### src/sv/dsc_pkg.sv
// Shared types, signature tables and constants for the disc signature classifier.
// Used by every module of the block; it depends on nothing else.
package dsc_pkg;

  // Default probe window in bytes.
  localparam int unsigned PROBE_BYTES_DEF = 65536;

  // Configuration port geometry: one 40-bit register at byte address 0.
  localparam int unsigned CFG_ADDR_W = 3;
  localparam int unsigned CFG_DATA_W = 64;
  localparam int unsigned FILE_SIZE_W = 40;
  localparam logic [FILE_SIZE_W-1:0] SIZE_LIMIT = 40'd838860800;

  // System codes as carried in the result.
  localparam logic [3:0] SYS_NONE    = 4'd0;
  localparam logic [3:0] SYS_MAGIC_A = 4'd1;
  localparam logic [3:0] SYS_MAGIC_B = 4'd2;
  localparam logic [3:0] SYS_TEXT_A  = 4'd3;
  localparam logic [3:0] SYS_TEXT_B  = 4'd4;
  localparam logic [3:0] SYS_TEXT_C  = 4'd5;
  localparam logic [3:0] SYS_TEXT_D  = 4'd6;
  localparam logic [3:0] SYS_TEXT_E  = 4'd7;
  localparam logic [3:0] SYS_TEXT_F  = 4'd8;

  // Signature table, in priority order.
  localparam int unsigned NUM_ENTRIES = 11;
  localparam int unsigned POOL_LEN = 85;
  localparam int unsigned POOL_W = 7;

  localparam logic [15:0] SIG_OFF [NUM_ENTRIES] = '{
    16'h001C, 16'h0018, 16'h0218, 16'h0070, 16'h0010, 16'h0010,
    16'h0010, 16'h8008, 16'h8008, 16'h9320, 16'h24F8
  };
  localparam logic [3:0] SIG_LEN [NUM_ENTRIES] = '{
    4'd4, 4'd4, 4'd4, 4'd4, 4'd15, 4'd14, 4'd15, 4'd8, 4'd11, 4'd11, 4'd14
  };
  localparam logic [POOL_W-1:0] SIG_POOL [NUM_ENTRIES] = '{
    7'd0, 7'd4, 7'd4, 7'd4, 7'd8, 7'd23, 7'd37, 7'd52, 7'd60, 7'd60, 7'd71
  };
  localparam logic [3:0] SIG_CODE [NUM_ENTRIES] = '{
    SYS_MAGIC_A, SYS_MAGIC_B, SYS_MAGIC_B, SYS_MAGIC_B, SYS_TEXT_A, SYS_TEXT_B,
    SYS_TEXT_C, SYS_TEXT_D, SYS_TEXT_E, SYS_TEXT_E, SYS_TEXT_F
  };

  // All signature bytes back to back; entries point into this pool.
  localparam logic [7:0] PATTERN_POOL [POOL_LEN] = '{
    8'hC2, 8'h33, 8'h9F, 8'h3D,
    8'h5D, 8'h1C, 8'h9E, 8'hA3,
    8'h53, 8'h45, 8'h47, 8'h41, 8'h20, 8'h53, 8'h45, 8'h47, 8'h41, 8'h4B,
    8'h41, 8'h54, 8'h41, 8'h4E, 8'h41,
    8'h53, 8'h45, 8'h47, 8'h41, 8'h44, 8'h49, 8'h53, 8'h43, 8'h53, 8'h59,
    8'h53, 8'h54, 8'h45, 8'h4D,
    8'h53, 8'h45, 8'h47, 8'h41, 8'h20, 8'h53, 8'h45, 8'h47, 8'h41, 8'h53,
    8'h41, 8'h54, 8'h55, 8'h52, 8'h4E,
    8'h50, 8'h53, 8'h50, 8'h20, 8'h47, 8'h41, 8'h4D, 8'h45,
    8'h50, 8'h4C, 8'h41, 8'h59, 8'h53, 8'h54, 8'h41, 8'h54, 8'h49, 8'h4F, 8'h4E,
    8'h53, 8'h6F, 8'h6E, 8'h79, 8'h20, 8'h43, 8'h6F, 8'h6D, 8'h70, 8'h75,
    8'h74, 8'h65, 8'h72, 8'h20
  };

  // Serial byte store layout: short id, then the two longer serial fields.
  localparam int unsigned STORE_DEPTH = 27;
  localparam int unsigned STORE_AW = 5;
  localparam int unsigned ID_LEN = 6;
  localparam int unsigned SAT_AT = 32'h20;
  localparam int unsigned SAT_LEN = 10;
  localparam int unsigned CD_AT = 32'h183;
  localparam int unsigned CD_LEN = 11;
  localparam int unsigned SAT_BASE = ID_LEN;
  localparam int unsigned CD_BASE = ID_LEN + SAT_LEN;
  localparam logic [7:0] PRINT_LO = 8'h20;
  localparam logic [7:0] PRINT_HI = 8'h7E;

  // Channel payloads.
  typedef struct packed {
    logic [7:0] data_byte;
    logic       last_byte;
  } dsc_in_t;

  typedef struct packed {
    logic [3:0] system_code;
    logic       detected;
    logic [7:0] serial_char;
    logic       is_serial;
    logic       end_of_run;
  } dsc_out_t;

  // Decision taken on the final byte of a run.
  typedef struct packed {
    logic                valid;
    logic [3:0]          code;
    logic                detected;
    logic [STORE_AW-1:0] rd_start;
    logic [3:0]          rd_count;
  } dsc_verdict_t;

  // Write request into the serial byte store.
  typedef struct packed {
    logic                en;
    logic [STORE_AW-1:0] addr;
    logic [7:0]          data;
  } dsc_wr_t;

endpackage

### src/sv/dsc_sig_match.sv
// Byte position tracking, signature comparison and the end-of-run decision.
// Depends on dsc_pkg for the signature tables and the shared structs.
module dsc_sig_match #(
  parameter int unsigned PROBE_BYTES = dsc_pkg::PROBE_BYTES_DEF
) (
  input  logic                  clk_i,
  input  logic                  rst_ni,
  input  logic                  accept_i,
  input  dsc_pkg::dsc_in_t      in_data_i,
  input  logic                  remap_en_i,
  output dsc_pkg::dsc_wr_t      wr_o,
  output dsc_pkg::dsc_verdict_t verdict_o
);
  import dsc_pkg::*;

  localparam int unsigned PW = $clog2(PROBE_BYTES + 1);

  logic [PW-1:0]          pos_q, pos_d;
  logic [NUM_ENTRIES-1:0] alive_q, alive_d;
  logic                   id_ok_q, id_ok_d;

  logic                   proc;
  logic [PW-1:0]          size;
  logic [NUM_ENTRIES-1:0] miss;
  logic [NUM_ENTRIES-1:0] alive_upd;
  logic                   id_ok_upd;
  logic                   bad_char;
  logic                   found;
  logic [3:0]             raw_code;
  logic [7:0]             b;

  assign b    = in_data_i.data_byte;
  assign proc = pos_q < PW'(PROBE_BYTES);
  assign size = proc ? pos_q + PW'(1) : pos_q;

  // Compare the byte against every signature whose window covers this position.
  always_comb begin
    logic [PW-1:0]     diff;
    logic [POOL_W-1:0] pidx;
    logic              in_win;
    miss = '0;
    for (int e = 0; e < NUM_ENTRIES; e++) begin
      in_win = (pos_q >= PW'(SIG_OFF[e])) &&
               (pos_q < PW'(SIG_OFF[e]) + PW'(SIG_LEN[e]));
      diff = pos_q - PW'(SIG_OFF[e]);
      pidx = SIG_POOL[e] + diff[POOL_W-1:0];
      if (in_win && (pidx < POOL_W'(POOL_LEN))) begin
        miss[e] = PATTERN_POOL[pidx] != b;
      end
    end
  end

  assign alive_upd = proc ? (alive_q & ~miss) : alive_q;
  assign bad_char  = (b < PRINT_LO) || (b > PRINT_HI);
  assign id_ok_upd = id_ok_q && !(proc && (pos_q < PW'(ID_LEN)) && bad_char);

  // First surviving entry that the stream covers completely wins.
  always_comb begin
    found    = 1'b0;
    raw_code = SYS_NONE;
    for (int e = NUM_ENTRIES - 1; e >= 0; e--) begin
      if (alive_upd[e] && (size >= PW'(SIG_OFF[e]) + PW'(SIG_LEN[e]))) begin
        found    = 1'b1;
        raw_code = SIG_CODE[e];
      end
    end
  end

  // Verdict and the range of serial bytes to read back.
  always_comb begin
    verdict_o.valid    = accept_i && in_data_i.last_byte;
    verdict_o.detected = found;
    verdict_o.code     = (raw_code == SYS_TEXT_E && remap_en_i) ? SYS_TEXT_F : raw_code;
    verdict_o.rd_start = '0;
    verdict_o.rd_count = '0;
    case (raw_code) inside
      SYS_MAGIC_A, SYS_MAGIC_B: begin
        if (id_ok_upd && (size >= PW'(ID_LEN))) begin
          verdict_o.rd_start = '0;
          verdict_o.rd_count = 4'(ID_LEN);
        end
      end
      SYS_TEXT_C: begin
        if (size >= PW'(SAT_AT + SAT_LEN)) begin
          verdict_o.rd_start = STORE_AW'(SAT_BASE);
          verdict_o.rd_count = 4'(SAT_LEN);
        end
      end
      SYS_TEXT_B: begin
        if (size >= PW'(CD_AT + CD_LEN)) begin
          verdict_o.rd_start = STORE_AW'(CD_BASE);
          verdict_o.rd_count = 4'(CD_LEN);
        end
      end
      default: begin
        verdict_o.rd_count = '0;
      end
    endcase
  end

  // Capture the id and serial fields into the byte store.
  always_comb begin
    wr_o.data = b;
    wr_o.en   = 1'b0;
    wr_o.addr = '0;
    if (pos_q < PW'(ID_LEN)) begin
      wr_o.en   = 1'b1;
      wr_o.addr = STORE_AW'(pos_q);
    end else if ((pos_q >= PW'(SAT_AT)) && (pos_q < PW'(SAT_AT + SAT_LEN))) begin
      wr_o.en   = 1'b1;
      wr_o.addr = STORE_AW'(pos_q - PW'(SAT_AT)) + STORE_AW'(SAT_BASE);
    end else if ((pos_q >= PW'(CD_AT)) && (pos_q < PW'(CD_AT + CD_LEN))) begin
      wr_o.en   = 1'b1;
      wr_o.addr = STORE_AW'(pos_q - PW'(CD_AT)) + STORE_AW'(CD_BASE);
    end
    wr_o.en = wr_o.en && accept_i && proc;
  end

  // Run state advances on each transfer and restarts after the final byte.
  always_comb begin
    pos_d   = pos_q;
    alive_d = alive_q;
    id_ok_d = id_ok_q;
    if (accept_i) begin
      if (in_data_i.last_byte) begin
        pos_d   = '0;
        alive_d = '1;
        id_ok_d = 1'b1;
      end else begin
        pos_d   = size;
        alive_d = alive_upd;
        id_ok_d = id_ok_upd;
      end
    end
  end

  always_ff @(posedge clk_i or negedge rst_ni) begin
    if (!rst_ni) begin
      pos_q   <= '0;
      alive_q <= '1;
      id_ok_q <= 1'b1;
    end else begin
      pos_q   <= pos_d;
      alive_q <= alive_d;
      id_ok_q <= id_ok_d;
    end
  end

endmodule

### src/sv/dsc_serial_ram.sv
// Serial byte store: one write port, one read port with registered read data.
// Depends on dsc_pkg for the store depth and address width.
module dsc_serial_ram (
  input  logic                         clk_i,
  input  dsc_pkg::dsc_wr_t             wr_i,
  input  logic                         re_i,
  input  logic [dsc_pkg::STORE_AW-1:0] raddr_i,
  output logic [7:0]                   rdata_o
);
  import dsc_pkg::*;

  logic [7:0] mem [STORE_DEPTH];
  logic [7:0] rdata_q;

  // Write port.
  always_ff @(posedge clk_i) begin
    if (wr_i.en) begin
      mem[wr_i.addr] <= wr_i.data;
    end
  end

  // Read port; data holds until the next read.
  always_ff @(posedge clk_i) begin
    if (re_i) begin
      rdata_q <= mem[raddr_i];
    end
  end

  assign rdata_o = rdata_q;

endmodule

### src/sv/dsc_emit.sv
// Result sequencer: verdict, serial byte readout and the output register.
// Depends on dsc_pkg for the verdict and result structs.
module dsc_emit (
  input  logic                         clk_i,
  input  logic                         rst_ni,
  input  dsc_pkg::dsc_verdict_t        verdict_i,
  input  logic [7:0]                   rdata_i,
  output logic                         re_o,
  output logic [dsc_pkg::STORE_AW-1:0] raddr_o,
  output logic                         in_stall_o,
  output logic                         out_valid_o,
  input  logic                         out_stall_i,
  output dsc_pkg::dsc_out_t            out_data_o
);
  import dsc_pkg::*;

  // Readout job.
  logic [STORE_AW-1:0] rd_addr_q, rd_addr_d;
  logic [3:0]          rd_left_q, rd_left_d;
  logic [3:0]          job_code_q, job_code_d;

  // Stage one: the result waiting on the read data register.
  logic       s1_valid_q, s1_valid_d;
  logic       s1_ser_q, s1_ser_d;
  logic       s1_eor_q, s1_eor_d;
  logic [3:0] s1_code_q, s1_code_d;
  logic       s1_det_q, s1_det_d;

  // Output register.
  logic     out_valid_q;
  dsc_out_t out_q;

  logic adv_out, s1_free, busy;

  assign adv_out    = !out_valid_q || !out_stall_i;
  assign s1_free    = !s1_valid_q || adv_out;
  assign busy       = rd_left_q != '0;
  assign re_o       = busy && s1_free;
  assign raddr_o    = rd_addr_q;
  assign in_stall_o = busy || !s1_free;

  // Load the verdict on the final byte, then one serial read per free slot.
  always_comb begin
    rd_addr_d  = rd_addr_q;
    rd_left_d  = rd_left_q;
    job_code_d = job_code_q;
    s1_valid_d = s1_valid_q;
    s1_ser_d   = s1_ser_q;
    s1_eor_d   = s1_eor_q;
    s1_code_d  = s1_code_q;
    s1_det_d   = s1_det_q;
    if (verdict_i.valid) begin
      s1_valid_d = 1'b1;
      s1_ser_d   = 1'b0;
      s1_eor_d   = verdict_i.rd_count == '0;
      s1_code_d  = verdict_i.code;
      s1_det_d   = verdict_i.detected;
      job_code_d = verdict_i.code;
      rd_addr_d  = verdict_i.rd_start;
      rd_left_d  = verdict_i.rd_count;
    end else if (re_o) begin
      s1_valid_d = 1'b1;
      s1_ser_d   = 1'b1;
      s1_eor_d   = rd_left_q == 4'd1;
      s1_code_d  = job_code_q;
      s1_det_d   = 1'b1;
      rd_addr_d  = rd_addr_q + STORE_AW'(1);
      rd_left_d  = rd_left_q - 4'd1;
    end else if (s1_valid_q && adv_out) begin
      s1_valid_d = 1'b0;
    end
  end

  always_ff @(posedge clk_i or negedge rst_ni) begin
    if (!rst_ni) begin
      rd_left_q   <= '0;
      s1_valid_q  <= 1'b0;
      out_valid_q <= 1'b0;
    end else begin
      rd_left_q  <= rd_left_d;
      s1_valid_q <= s1_valid_d;
      if (adv_out) begin
        out_valid_q <= s1_valid_q;
      end
    end
  end

  // Payload registers.
  always_ff @(posedge clk_i) begin
    rd_addr_q  <= rd_addr_d;
    job_code_q <= job_code_d;
    s1_ser_q   <= s1_ser_d;
    s1_eor_q   <= s1_eor_d;
    s1_code_q  <= s1_code_d;
    s1_det_q   <= s1_det_d;
    if (adv_out && s1_valid_q) begin
      out_q.system_code <= s1_code_q;
      out_q.detected    <= s1_det_q;
      out_q.serial_char <= s1_ser_q ? rdata_i : 8'h00;
      out_q.is_serial   <= s1_ser_q;
      out_q.end_of_run  <= s1_eor_q;
    end
  end

  assign out_valid_o = out_valid_q;
  assign out_data_o  = out_q;

endmodule

### src/sv/disc_signature_classifier_top.sv
// Top level of the disc signature classifier: configuration port and block wiring.
// Depends on dsc_pkg, dsc_sig_match, dsc_serial_ram and dsc_emit.

// The block takes an image prefix one byte per cycle while in_stall is low,
// and compares each byte against the eleven fixed-offset signatures as it passes.
// On the byte marked last it produces a verdict, followed by up to eleven serial
// bytes, one result per cycle while the output is not stalled; these come out of
// the single read port of the serial byte store, so the input is stalled while
// the serial bytes (0, 6, 10 or 11) are read, before the next image may start.
// The result sits in an output register behind a one-entry stage, so input
// transfers continue while a single result waits in the output register. file_size
// sits at byte address 0 of the 64-bit configuration port; the user must write it
// only between images, and the block itself does not enforce this.
module disc_signature_classifier_top #(
  parameter int unsigned PROBE_BYTES = dsc_pkg::PROBE_BYTES_DEF
) (
  input  logic                           clk_i,
  input  logic                           rst_ni,
  input  logic                           in_valid_i,
  output logic                           in_stall_o,
  input  dsc_pkg::dsc_in_t               in_data_i,
  output logic                           out_valid_o,
  input  logic                           out_stall_i,
  output dsc_pkg::dsc_out_t              out_data_o,
  input  logic                           psel,
  input  logic                           penable,
  input  logic                           pwrite,
  input  logic [dsc_pkg::CFG_ADDR_W-1:0] paddr,
  input  logic [dsc_pkg::CFG_DATA_W-1:0] pwdata,
  output logic [dsc_pkg::CFG_DATA_W-1:0] prdata,
  output logic                           pready
);
  import dsc_pkg::*;

  logic [FILE_SIZE_W-1:0] file_size_q;
  logic                   remap_en;
  logic                   accept;
  dsc_wr_t                wr;
  dsc_verdict_t           verdict;
  logic                   re;
  logic [STORE_AW-1:0]    raddr;
  logic [7:0]             rdata;

  // Configuration register; the only register decodes every address.
  always_ff @(posedge clk_i or negedge rst_ni) begin
    if (!rst_ni) begin
      file_size_q <= '0;
    end else if (psel && penable && pwrite && pready) begin
      file_size_q <= pwdata[FILE_SIZE_W-1:0];
    end
  end

  assign pready   = 1'b1;
  assign prdata   = CFG_DATA_W'(file_size_q);
  assign remap_en = (file_size_q != '0) && (file_size_q <= SIZE_LIMIT);
  assign accept   = in_valid_i && !in_stall_o;

  dsc_sig_match #(
    .PROBE_BYTES (PROBE_BYTES)
  ) u_match (
    .clk_i      (clk_i),
    .rst_ni     (rst_ni),
    .accept_i   (accept),
    .in_data_i  (in_data_i),
    .remap_en_i (remap_en),
    .wr_o       (wr),
    .verdict_o  (verdict)
  );

  dsc_serial_ram u_ram (
    .clk_i   (clk_i),
    .wr_i    (wr),
    .re_i    (re),
    .raddr_i (raddr),
    .rdata_o (rdata)
  );

  dsc_emit u_emit (
    .clk_i       (clk_i),
    .rst_ni      (rst_ni),
    .verdict_i   (verdict),
    .rdata_i     (rdata),
    .re_o        (re),
    .raddr_o     (raddr),
    .in_stall_o  (in_stall_o),
    .out_valid_o (out_valid_o),
    .out_stall_i (out_stall_i),
    .out_data_o  (out_data_o)
  );

endmodule

### config.mk
export PLATFORM = sky130hd
export DESIGN_NAME = disc_signature_classifier_top
export DESIGN_NICKNAME = d
export VERILOG_FILES = /design/src/sv/dsc_pkg.sv /design/src/sv/dsc_sig_match.sv /design/src/sv/dsc_serial_ram.sv /design/src/sv/dsc_emit.sv /design/src/sv/disc_signature_classifier_top.sv
export SDC_FILE = /design/constraint.sdc
export NUM_CORES = 1
export LEC_CHECK = 0
export ABC_AREA = 1
export CAP_MARGIN = 20
export CORE_MARGIN = 2
export CORE_UTILIZATION = 33
export DETAILED_ROUTE_END_ITERATION = 10
export DONT_BUFFER_PORTS = 1
export PLACE_DENSITY = 0.48
export SYNTH_ARGS = -nofsm -noshare
export SYNTH_HDL_FRONTEND = slang
export SYNTH_SLANG_ARGS = --single-unit
### constraint.sdc
create_clock -name clk_i -period 7.77 [get_ports clk_i]
set_input_delay 1.554 -clock clk_i [delete_from_list [all_inputs] [get_ports clk_i]]
set_output_delay 1.554 -clock clk_i [all_outputs]
set_load 0.03 [all_outputs]
Word-level counts from Yosys, hierarchy flattened
Memories as Yosys holds them, arrays and structs flattened. A register that Yosys moved wholly into a read port is not among the register bits.
Index checks and enable logic that the tools add are counted.

word-level totals
  memory bits (writable) = 216
  output and inout port bits = 82
  memories kept = 12
  input bits = 83
  flip-flop bits (word level) = 106
  ROM bits = 11264

memories
  memory           words  width  rd ports  clocked after memory_dff  wr ports  RTL line             RTL
  (no name shown)  128    8      1         0                         0         dsc_sig_match.sv:48  miss[e] = PATTERN_POOL[pidx] != b;
  (no name shown)  128    8      1         0                         0         dsc_sig_match.sv:48
  (no name shown)  128    8      1         0                         0         dsc_sig_match.sv:48
  (no name shown)  128    8      1         0                         0         dsc_sig_match.sv:48
  (no name shown)  128    8      1         0                         0         dsc_sig_match.sv:48
  (no name shown)  128    8      1         0                         0         dsc_sig_match.sv:48
  +6 memories      -      -      -         -                         -         -

cells by class
  $lt $le $gt $ge = 62
  reductions and logical operators = 64
  bitwise gates (word level) = 13
  add/sub/neg operators = 25
  eq/ne operators = 17
  multiplexer cells = 88

operators with widths
  operator                count
  $mux W8                 22
  $ge A17 B5 Y1 const B   6
  $ge A8 B8 Y1 const B    11
  $ne A8 B8 Y1            11
  $not A7 Y8              11
  $ge A17 B16 Y1 const B  5
  $lt A7 B7 Y1 const B    11
  $mux W4                 19
  $ge A17 B6 Y1 const B   3
  $lt A17 B16 Y1 const B  3
  $lt A17 B5 Y1 const B   3
  $logic_and A1 B1 Y1     48
  $le A40 B30 Y1 const B  1
  $reduce_bool A40 Y1     1
  $ge A17 B10 Y1 const B  2
  $ge A17 B14 Y1 const B  2
  $ge A17 B7 Y1 const B   2
  $ge A17 B9 Y1 const B   2
  $lt A17 B6 Y1 const B   2
  $mux W17                2
  $mux W1                 32
  $add A6 B7 Y7 const A   4
  $sub A7 B5 Y7 const B   4
  $mux W5                 5
  other kinds (40)        57

Logic depth before layout (Yosys ltp)
Gate-level depths: netlist of run 1.

  depth in word-level cells = 29
  mapped depth = 34
  gate-level depth less buffers = 30

By module
From an unflattened synthesis of run 1, not the netlist that was laid out.

unflattened totals
  cell total of the unflattened synthesis = 3466
  area, all modules = 24339.6 µm²

by module, submodules not included
  module                         area an instance (µm²)  cells each  seq. area each (µm²)  instances
  dsc_sig_match                  11608.6                 2347        740.7                 1
  dsc_serial_ram                 9143.8                  772         6726.5                1
  disc_signature_classifier_top  2004.4                  211         1001.0                1
  dsc_emit                       1582.8                  136         1071.0                1

Worst setup path after synthesis of run 1
Ideal clock, no wire load.

  path kind = register to register
  start = reg u_match.pos_q[1]
  end = reg u_emit.s1_eor_q, data pin
  stages on the path, launching flop included = 32
  setup slack = 4027 ps
  period minus slack after synthesis = 3743 ps
  buffers on the path = 3
  required time = 7503 ps
  arrival time = 3476 ps
  cell sequence = dfrtp_1 buf_4 inv_4 ha_1 buf_4 inv_2 ha_1 inv_1 clkbuf_1 nand2_1 o21ai_0 nand2_1 nand3_1 nand2_1 nand2_1 nand3_1 nand2_1 nand2_1 nand2_1 nand2_1 nor2_1 nand2_1 nand2_1 nand3_2 nand2_1 nor2_2 nor2_4 nand3_2 nor2_2 nor2_2 nand2_1 a21oi_2

between the ends
  cells in the longest elaborated chain, start to end = 29

ends and longest elaborated chain
  what                                        RTL line              RTL
  start: declaration                          dsc_sig_match.sv:18   logic [PW-1:0] pos_q, pos_d;
  start signal: assignment                    dsc_sig_match.sv:143  pos_q <= pos_d;
  $sub A7 B7 Y7                               dsc_sig_match.sv:45   diff = pos_q - PW'(SIG_OFF[e]);
  $add A7 B7 Y7                               dsc_sig_match.sv:46   pidx = SIG_POOL[e] + diff[POOL_W-1:0];
  $not A7 Y8 (not written as such)            dsc_sig_match.sv:48
  $mem_v2 Z128 W8                             -
  $mux W8 (not written as such) (2 in a row)  dsc_sig_match.sv:48
  $ne A8 B8 Y1                                dsc_sig_match.sv:48
  $mux W1                                     dsc_sig_match.sv:47   if (in_win && (pidx < POOL_W'(POOL_LEN))) begin
  $not A11 Y11                                dsc_sig_match.sv:53   assign alive_upd = proc ? (alive_q & ~miss) : alive_q;
  (+2 left out)                               -
  $logic_and A1 B1 Y1                         dsc_sig_match.sv:62   if (alive_upd[e] && (size >= PW'(SIG_OFF[e]) + PW'(SIG_LEN[e]))) begin
  $mux W4 (11 in a row)                       dsc_sig_match.sv:62
  $eq A4 B3 Y1 (no source line)               -
  $mux W4 (2 in a row)                        dsc_sig_match.sv:76   case (raw_code) inside
  $mux W4 (*)                                 dsc_sig_match.sv:76
  $logic_not A4 Y1 (*)                        dsc_emit.sv:55        s1_eor_d = verdict_i.rd_count == '0;
  $mux W1 (*)                                 dsc_emit.sv:52        if (verdict_i.valid) begin
  net u_emit.s1_eor_d                         dsc_emit.sv:25        logic s1_eor_q, s1_eor_d;
  end signal: assignment                      dsc_emit.sv:93        s1_eor_q <= s1_eor_d;
  end: declaration                            dsc_emit.sv:25

The timed path passes the listed nets; every way through them passes the cells marked *. The select of a mux whose other input is x is not followed.
A chain may end at the register's enable or synchronous reset.

Worst setup path in the final report of run 1
  start = reg u_match.pos_q[4]
  end = reg u_emit.s1_eor_q, data pin

The elaborated chain is that of the path after synthesis.

==> reports/metrics.yaml, run 1 <==
run_status:
  status: "complete, no violations"
synth:
  synth.largest_area_cell: "edfxtp_1"
  synthesis.area_um2: 23900
  yosysWarnings: 0
  synthMostInstantiatedCell: "nand2_1"
  synth.area.top_cells: "edfxtp_1 (32%), nand2_1 (16%), nand3_1 (8.1%)"
  synthArstFlopShare_pct: 22.73
  synth-edff-count: 254
  yosysSeqAreaShare_pct: 39.91
  postSynthCellCount: 3268
  ys_ff_latch: 330
  synth_top_area_share_pct: 31.91
  avgSynthCellArea_um2: 7.313
  synth_cell_types: 66
  ys.flop_type: "edfxtp_1"
  ys_top_cells_by_count: "nand2_1 (994), nand3_1 (387), nor2_1 (313), edfxtp_1 (254), o21ai_0 (233)"
placed_design:
  place_area_um2: 24340
  dp_hpwl_um: 63960
  port_buffers: 0
  place.gp.congestion: 0.9802
floorplanning:
  core-area_um2: 71610
  die_width_um: 273.1
  fp.dieH_um: 273.1
  initial_core_util_pct: 33.37
  die_area_um2: 74590
  rows: 98
  io_pins: 165
worst_setup_path:
  start_kind: "register"
  cp_max_fo: 22
  rrSetupSlack_ns: 1.94
  critical-path-max-stage-delay_ns: 0.91
  worstPathArrival_ns: 6.15
  crit_required_ns: 8.09
  ff2ff_path_depth: 27
  crit_slowest_cell: "dfrtp_1"
  r2r_end: "u_emit.s1_eor_q"
  endpoint_kind: "register"
  critPathKind: "reg -> reg"
  path_common_cell: "nand2_1"
  r2r_start: "u_match.pos_q[4]"
timing:
  period_minus_slack_ns: 5.830
  hold_viol_final: 0
  final-max-slew-violation-count: 0
  skew_ns: 0.02716
  fin_crit_sh_pct: 75.03
  fin_tns_setup_ns: 0
  rsz0062_at_grt: "false"
  max_slew.worst_pin.slew_ns: 1.074
  slew_headroom_pct: 28.23
  setup_viol: 0
  fmax_ghz: 0.1715
job:
  drv_cap: 0
cts:
  cts_tree: "done"
  worstSkewPairLatency_ns: 0.59
  ctsResizeCount: 0
  hold_buffers: 0
  h-tree-depth: 1
  cts_buffer_depth: 3
  clock-sinks: 330
  clk_pin_slew_ns: 0.06
  clockRootBuffer: "clkbuf_16"
  postCtsSetupBuffers: 0
  numCtsBuffers: 31
global_routing:
  met1_usage_pct: 34.09
  antenna_found_initial: 2
  grt_pass1_vias: 21680
  grt_use_met3_pct: 3.233
  met2_usage_pct: 38.69
  top_usage_layer: "met2"
  grt_pass1_wl_um: 139500
  gr-usage-all-layers_pct: 24.42
  grt_max_degree: 76
  grt-ovfl-total: 0
drt:
  viasPerCell: 5.633
  routedWlPerCell_um: 22.86
  vias: 23310
  drtIter0Drc: 2739
  drc: 0
  dr.pass1.iters: 6
  postRouteAntennaNets: 0
  wl_um: 94580
finish:
  fin_util_pct: 35.45
  multi_input_area_um2: 12580
  finalInstanceArea_um2: 25380
  area_delta_synth_final_pct: 6.209
  nets: 3290
  drive_above_1_share_pct: 8.252
  n_fill_cell: 7675
  register_area_um2: 9540
worst_hold_path:
  hold_start: "u_emit.s1_eor_q"
  hold-path-cell-count: 0
  hold_class: "reg -> reg"
  holdPathEnd: "u_emit.out_data_o[0]"
==> cell families (layout without fill, tap and decap cells) <==
kind of cell	Yosys count	count (layout)	synth area share (%)
AO/OA/AOI/OAI	533	533	12.51
XOR/XNOR	44	44	1.770
adder cells (fa/ha/maj)	45	45	2.356
buffers and inverters	403	299	7.827
flip-flops	330	330	39.91
multiplexers	39	39	1.838
other	2	26	0.03142
AND/OR/NAND/NOR	1872	1872	33.76
==> critical path, delay by kind of cell, from the launching register on <==
family	cells	cell delay, ns
fa+ha+maj	1	0.91
flops	1	0.91
buf+inv	2	0.71
compound gates	2	0.29
simple gates	22	2.70
==> final cells by class <==
| class | instances | share of cell area (%) |
|---|---|---|
| multi-input cells | 2558 | 49.57 |
| diodes | 1 | 0.009859 |
| clock buffers | 40 | 3.308 |
| flip-flops and latches | 330 | 37.59 |
| clock inverters | 18 | 0.7838 |
| repair buffers | 31 | 0.9168 |
| well taps | 950 | 4.683 |
| inverters | 210 | 3.140 |
==> through the flow <==
step / setup slack [ns] / instances / hold WS [ns]
finish: 1.940 / 4138 / 0.4216
global route: 1.536 / 4137 / 0.4416
CTS: 2.107 / 4137 / 0.4251
detailed placement: 2.124 / 4079 / 0.4099
global placement: 2.122 / 4079 / 0.4063
floorplan: 4.027 / 3291 / 0.4003
==> per-layer routing <==
metal / part of all wire [%] / vias up
met4: 4.0 / 0
met2: 45 / 1020
met1: 44 / 11260
li1: - / 10830
met5: 0 / -
met3: 7.3 / 201
==> sequential cells by signal (all words and copies together) (netlist names), 4 cells and up <==
register / cells
u_ram.rdata_o: 8
u_emit.job_code_q: 4
u_emit.raddr_o: 5
file_size_q: 40
u_emit.out_data_o: 15
u_match.alive_q: 11
u_match.pos_q: 17
u_emit.s1_code_q: 4
u_emit.rd_left_q: 4
u_ram.mem: 216
==> placed cells by master (no fill, tap or decap), types with 4 or more instances in the layout <==
cell type	Yosys	layout
nor2_4	10	10
xor2_2	4	4
clkinv_1	9	16
o2111ai_1	5	5
dfrtp_1	63	62
a21oi_1	97	97
a211oi_1	4	4
nor2_2	18	18
nor3_1	20	20
clkbuf_16	0	31
o22ai_1	89	89
nand4_1	40	40
a31oi_1	7	7
nand2_2	44	44
conb_1	2	25
a22oi_1	4	4
o21ai_1	38	38
bufinv_16	0	4
nand3_2	7	8
nand2_1	994	994
nand2_4	5	5
dfstp_2	12	12
nand3b_1	5	5
clkbuf_1	71	6
inv_1	169	167
inv_2	29	31
o21ai_0	233	233
o211ai_1	36	36
buf_4	53	31
edfxtp_1	254	254
nand3_1	387	386
nor2_1	313	313
xor2_1	38	38
ha_1	45	44
clkinv_2	1	6
nor4_1	16	16
mux2_2	39	39
==> worst max-delay path by stage <==
stage	startpoint	to	slack (ns)	cells after the start
floorplan	u_match.pos_q[1]	u_emit.s1_eor_q	4.03	31
global placement	u_match.pos_q[4]	u_emit.s1_eor_q	2.12	27
detailed placement	u_match.pos_q[4]	u_emit.s1_code_q[1]	2.12	25
CTS	u_match.pos_q[4]	u_emit.s1_code_q[1]	2.11	25
global route	u_match.pos_q[4]	u_emit.s1_code_q[1]	1.54	25
finish	u_match.pos_q[4]	u_emit.s1_eor_q	1.94	27
Power of run 1 is not shown: default switching activity piles up to over one toggle a cycle in this logic, so the estimate is an artifact.
==> run 2: changes to the inputs <==
Settings changed: PLACE_DENSITY 0.48 to 0.49.
Clock period 7.77 ns to 4.9 ns, I/O delays scaled along.
==> reports/metrics.yaml, run 2 (same netlist as run 1, synthesis figures left out) <==
drt:
  postRouteAntennaNets: 0
  vias: 22980
  drtIter0Drc: 2601
  routedWlPerCell_um: 21.81
  dr.pass1.iters: 8
  wl_um: 91830
  drc: 0
  viasPerCell: 5.457
global_routing:
  grt_pass1_wl_um: 137600
  grt-ovfl-total: 0
  antenna_found_initial: 0
  gr-usage-all-layers_pct: 23.93
  grt_max_degree: 76
  grt_pass1_vias: 21260
finish:
  largest_register: "u_ram.mem"
  area_delta_synth_final_pct: 8.308
  nets: 3364
  drive_above_1_share_pct: 10.18
  top_regs: "u_ram.mem x216, file_size_q x40, u_match.pos_q x17"
  n_antenna_cell: 0
  final_common_cell: "nand2_1"
  most-common-layout-cells: "nand2_1 (994), nand3_1 (387), nor2_1 (313)"
  largest_reg_flops: 216
floorplanning:
  io_pins: 165
  die_area_um2: 74590
  core-area_um2: 71610
  fp.dieH_um: 273.1
  die_width_um: 273.1
  rows: 98
  initial_core_util_pct: 33.37
timing:
  skew_ns: 0.01160
  setup_viol: 0
  final-max-slew-violation-count: 0
  hold_viol_final: 0
  max_slew.worst_pin.slew_ns: 0.9419
  rsz0062_at_grt: "false"
  period_minus_slack_ns: 4.453
  fin_crit_sh_pct: 90.87
  fin_tns_setup_ns: 0
  fmax_ghz: 0.2246
  slew_headroom_pct: 36.98
cts:
  numCtsBuffers: 31
  clk_pin_slew_ns: 0.07
  worstSkewPairLatency_ns: 0.59
  h-tree-depth: 1
  cts_buffer_depth: 3
  postCtsSetupBuffers: 0
  cts_tree: "done"
  clock-sinks: 330
  hold_buffers: 0
  clockRootBuffer: "clkbuf_16"
  ctsResizeCount: 0
worst_setup_path:
  cp.buffers_inverters: 3
  cp_max_fo: 15
  r2r_end: "u_emit.s1_eor_q"
  worstPathArrival_ns: 4.78
  crit_required_ns: 5.23
  start_kind: "register"
  ff2ff_path_depth: 25
  critical-path-max-stage-delay_ns: 0.60
  r2r_start: "u_match.pos_q[2]"
  crit_slowest_cell: "dfrtp_2"
  endpoint_kind: "register"
  path_common_cell: "nand2_1"
  startpoint: "u_match.pos_q[2]"
  critPathTopFamily: "simple AND/OR/NAND/NOR gates"
  critPathKind: "reg -> reg"
  rrSetupSlack_ns: 0.45
placed_design:
  port_buffers: 0
  place.gp.congestion: 0.9518
  dp_hpwl_um: 64740
worst_hold_path:
  hold_class: "in -> async"
job:
  drv_cap: 0
run_status:
  status: "complete, no violations"
## run 2: per-layer routing
metal | routed length (um) | global-route usage [%] | up-vias
met5 | 0 | 0 | -
met2 | 40970 | 37.22 | 948
met4 | 3405 | 7.967 | 0
met3 | 6629 | 2.987 | 180
li1 | - | - | 10960
met1 | 40820 | 34.31 | 10890
## run 2: worst register-to-register path: stages (launching register included)
cell,delay (ns)
dfrtp_2,0.60
inv_6,0.16
buf_4,0.22
ha_1,0.41
inv_1,0.48
nand2_1,0.22
nand2_1,0.11
nand2_1,0.06
nand2_1,0.05
nand3_1,0.07
nand3_1,0.15
nand3_1,0.09
nand2_1,0.11
nand2_1,0.06
nor2_1,0.11
nand2_1,0.19
nand2_1,0.22
nand3_2,0.13
nand2_1,0.11
nor2_2,0.07
nor2_4,0.14
nand3_2,0.07
nor2_2,0.16
nor2_2,0.07
nand2_1,0.10
a21oi_2,0.04
## run 2: stage by stage
stage | utilization, % | std cells | instance area, um^2 | worst slack, ns | hold slack (ns)
6_report | 36.15 | 4211 | 25880 | 0.4474 | 0.08584
5_1_grt | 36.15 | 4211 | 25880 | 0.08791 | 0.05713
4_1_cts | 36.14 | 4211 | 25880 | 0.4700 | 0.05591
3_5_place_dp | 34.78 | 4153 | 24910 | 0.4976 | 0.4080
3_3_place_gp | 34.78 | 4153 | 24910 | 0.4964 | 0.4113
2_1_floorplan | - | 3291 | 23990 | 1.157 | 0.4003
## run 2: how the worst max path moves through the flow
stage	to	slack [ns]	cells after the start
after floorplan	u_emit.s1_eor_q	1.16	31
after CTS	u_emit.s1_eor_q	0.47	27
final	u_emit.s1_eor_q	0.45	25
after detailed placement	u_emit.s1_eor_q	0.50	27
after global routing	u_emit.s1_code_q[1]	0.09	24
after global placement	u_emit.s1_code_q[1]	0.50	24
## run 2: area by class of cell
class / count / area, um^2
Clock buffer: 48 / 859.6
Clock inverter: 10 / 116.4
Fill cell: 7725 / 45720
Inverter: 210 / 798.3
Multi-Input combinational cell: 2558 / 12580
Sequential cell: 330 / 9540
Tap cell: 950 / 1189
Timing Repair Buffer: 105 / 800.8
Power of run 2 is left out for the same reason.
==> run 3: changes to the inputs <==
Settings changed: PLACE_DENSITY 0.49 to 0.45.
==> reports/metrics.yaml, run 3 (same netlist as run 1, synthesis figures left out) <==
cts:
  clk_pin_slew_ns: 0.07
  ctsResizeCount: 0
  cts_buffer_depth: 3
  h-tree-depth: 1
  postCtsSetupBuffers: 0
  numCtsBuffers: 31
  clock-sinks: 330
  cts_tree: "done"
  hold_buffers: 0
  worstSkewPairLatency_ns: 0.59
  clockRootBuffer: "clkbuf_16"
finish:
  most-common-layout-cells: "nand2_1 (994), nand3_1 (387), nor2_1 (313)"
  final_common_cell: "nand2_1"
  nets: 3355
  largest_register: "u_ram.mem"
  area_delta_synth_final_pct: 8.120
  top_regs: "u_ram.mem x216, file_size_q x40, u_match.pos_q x17"
  n_antenna_cell: 0
  drive_above_1_share_pct: 10.03
  n_fill_cell: 7668
  largest_reg_flops: 216
drt:
  drtIter0Drc: 2345
  dr.pass1.iters: 6
  routedWlPerCell_um: 23.23
  wl_um: 97520
  postRouteAntennaNets: 0
  drc: 0
  vias: 23340
  viasPerCell: 5.559
timing:
  fin_tns_setup_ns: 0
  period_minus_slack_ns: 4.585
  rsz0062_at_grt: "false"
  slew_headroom_pct: 35.11
  hold_viol_final: 0
  fin_crit_sh_pct: 93.57
  skew_ns: 0.02333
  setup_viol: 0
  final-max-slew-violation-count: 0
  whs_ns: 0.09885
  max_slew.worst_pin.slew_ns: 0.9719
  fmax_ghz: 0.2181
floorplanning:
  io_pins: 165
  initial_core_util_pct: 33.37
  die_area_um2: 74590
  die_width_um: 273.1
  fp.dieH_um: 273.1
  rows: 98
  core-area_um2: 71610
worst_setup_path:
  cp_max_fo: 35
  endpoint_kind: "register"
  ff2ff_path_depth: 22
  critPathKind: "reg -> reg"
  crit_required_ns: 5.32
  worstPathArrival_ns: 5.01
  start_kind: "register"
placed_design:
  place.gp.congestion: 0.9592
  port_buffers: 0
  dp_hpwl_um: 69110
global_routing:
  grt_pass1_vias: 22050
  grt_pass1_wl_um: 144700
  grt-ovfl-total: 0
  grt_max_degree: 108
  antenna_found_initial: 0
  gr-usage-all-layers_pct: 25.52
job:
  drv_cap: 0
worst_hold_path:
  hold_class: "in -> async"
run_status:
  status: "complete, no violations"
==> run 3: path summary, 6_finish.rpt <==
check,start,slack (ns),endpoint
worst max-delay path,u_match.pos_q[2],0.32,u_emit.s1_eor_q
worst min-delay path,rst_ni,0.1,file_size_q[8]
worst max register to register,u_match.pos_q[2],0.32,u_emit.s1_eor_q
worst min register to register,u_emit.s1_eor_q,0.43,u_emit.out_data_o[0]
max in group asynchronous,rst_ni,4.60,u_match.alive_q[6]
min in group clk_i,u_emit.s1_eor_q,0.43,u_emit.out_data_o[0]
==> run 3: critical path, stage by stage, from the launching register on <==
cell and delay (ns):
dfrtp_2 0.45, inv_6 0.21, ha_1 0.44, nand2_1 0.16, nand2_1 0.10, nand2_1 0.06, nand2_2 0.54, nand2_2 0.32
inv_1 0.21, nand2_1 0.09, nand2_1 0.10, nand2_1 0.09, nand4_1 0.12, nand3_1 0.10, nor2_1 0.14, nand2_1 0.18
o21ai_1 0.31, nand3_1 0.20, a21oi_1 0.18, nor2_1 0.07, nand3_1 0.12, nand2_1 0.09, a21oi_2 0.11
==> run 3: per-layer routing <==
layer | share of wire [%] | GRT usage [%]
met5 | 0 | 0
met4 | 3.4 | 7.866
met3 | 6.0 | 3.110
met2 | 44 | 39.47
met1 | 46 | 37.06
==> run 3: through the flow <==
step | std cells | instance area (um^2) | setup WS [ns] | utilization [%]
floorplan | 3291 | 23990 | 1.157 | -
global placement | 4144 | 24860 | 0.4013 | 34.72
detailed placement | 4144 | 24860 | 0.4012 | 34.72
CTS | 4199 | 25840 | 0.3616 | 36.08
global route | 4199 | 25840 | 0.02699 | 36.08
finish | 4199 | 25840 | 0.3150 | 36.08
==> run 3: layout make-up <==
cell class              instances  area (um^2)  area share, %
clock buffers                  43        850.8          3.293
clock inverters                12        126.4         0.4891
inverters                     210        797.0          3.084
multi-input cells            2558        12580          48.68
flip-flops and latches        330         9540          36.92
well taps                     950         1189          4.600
repair buffers                 96        758.2          2.934
Power of run 3 is left out for the same reason.
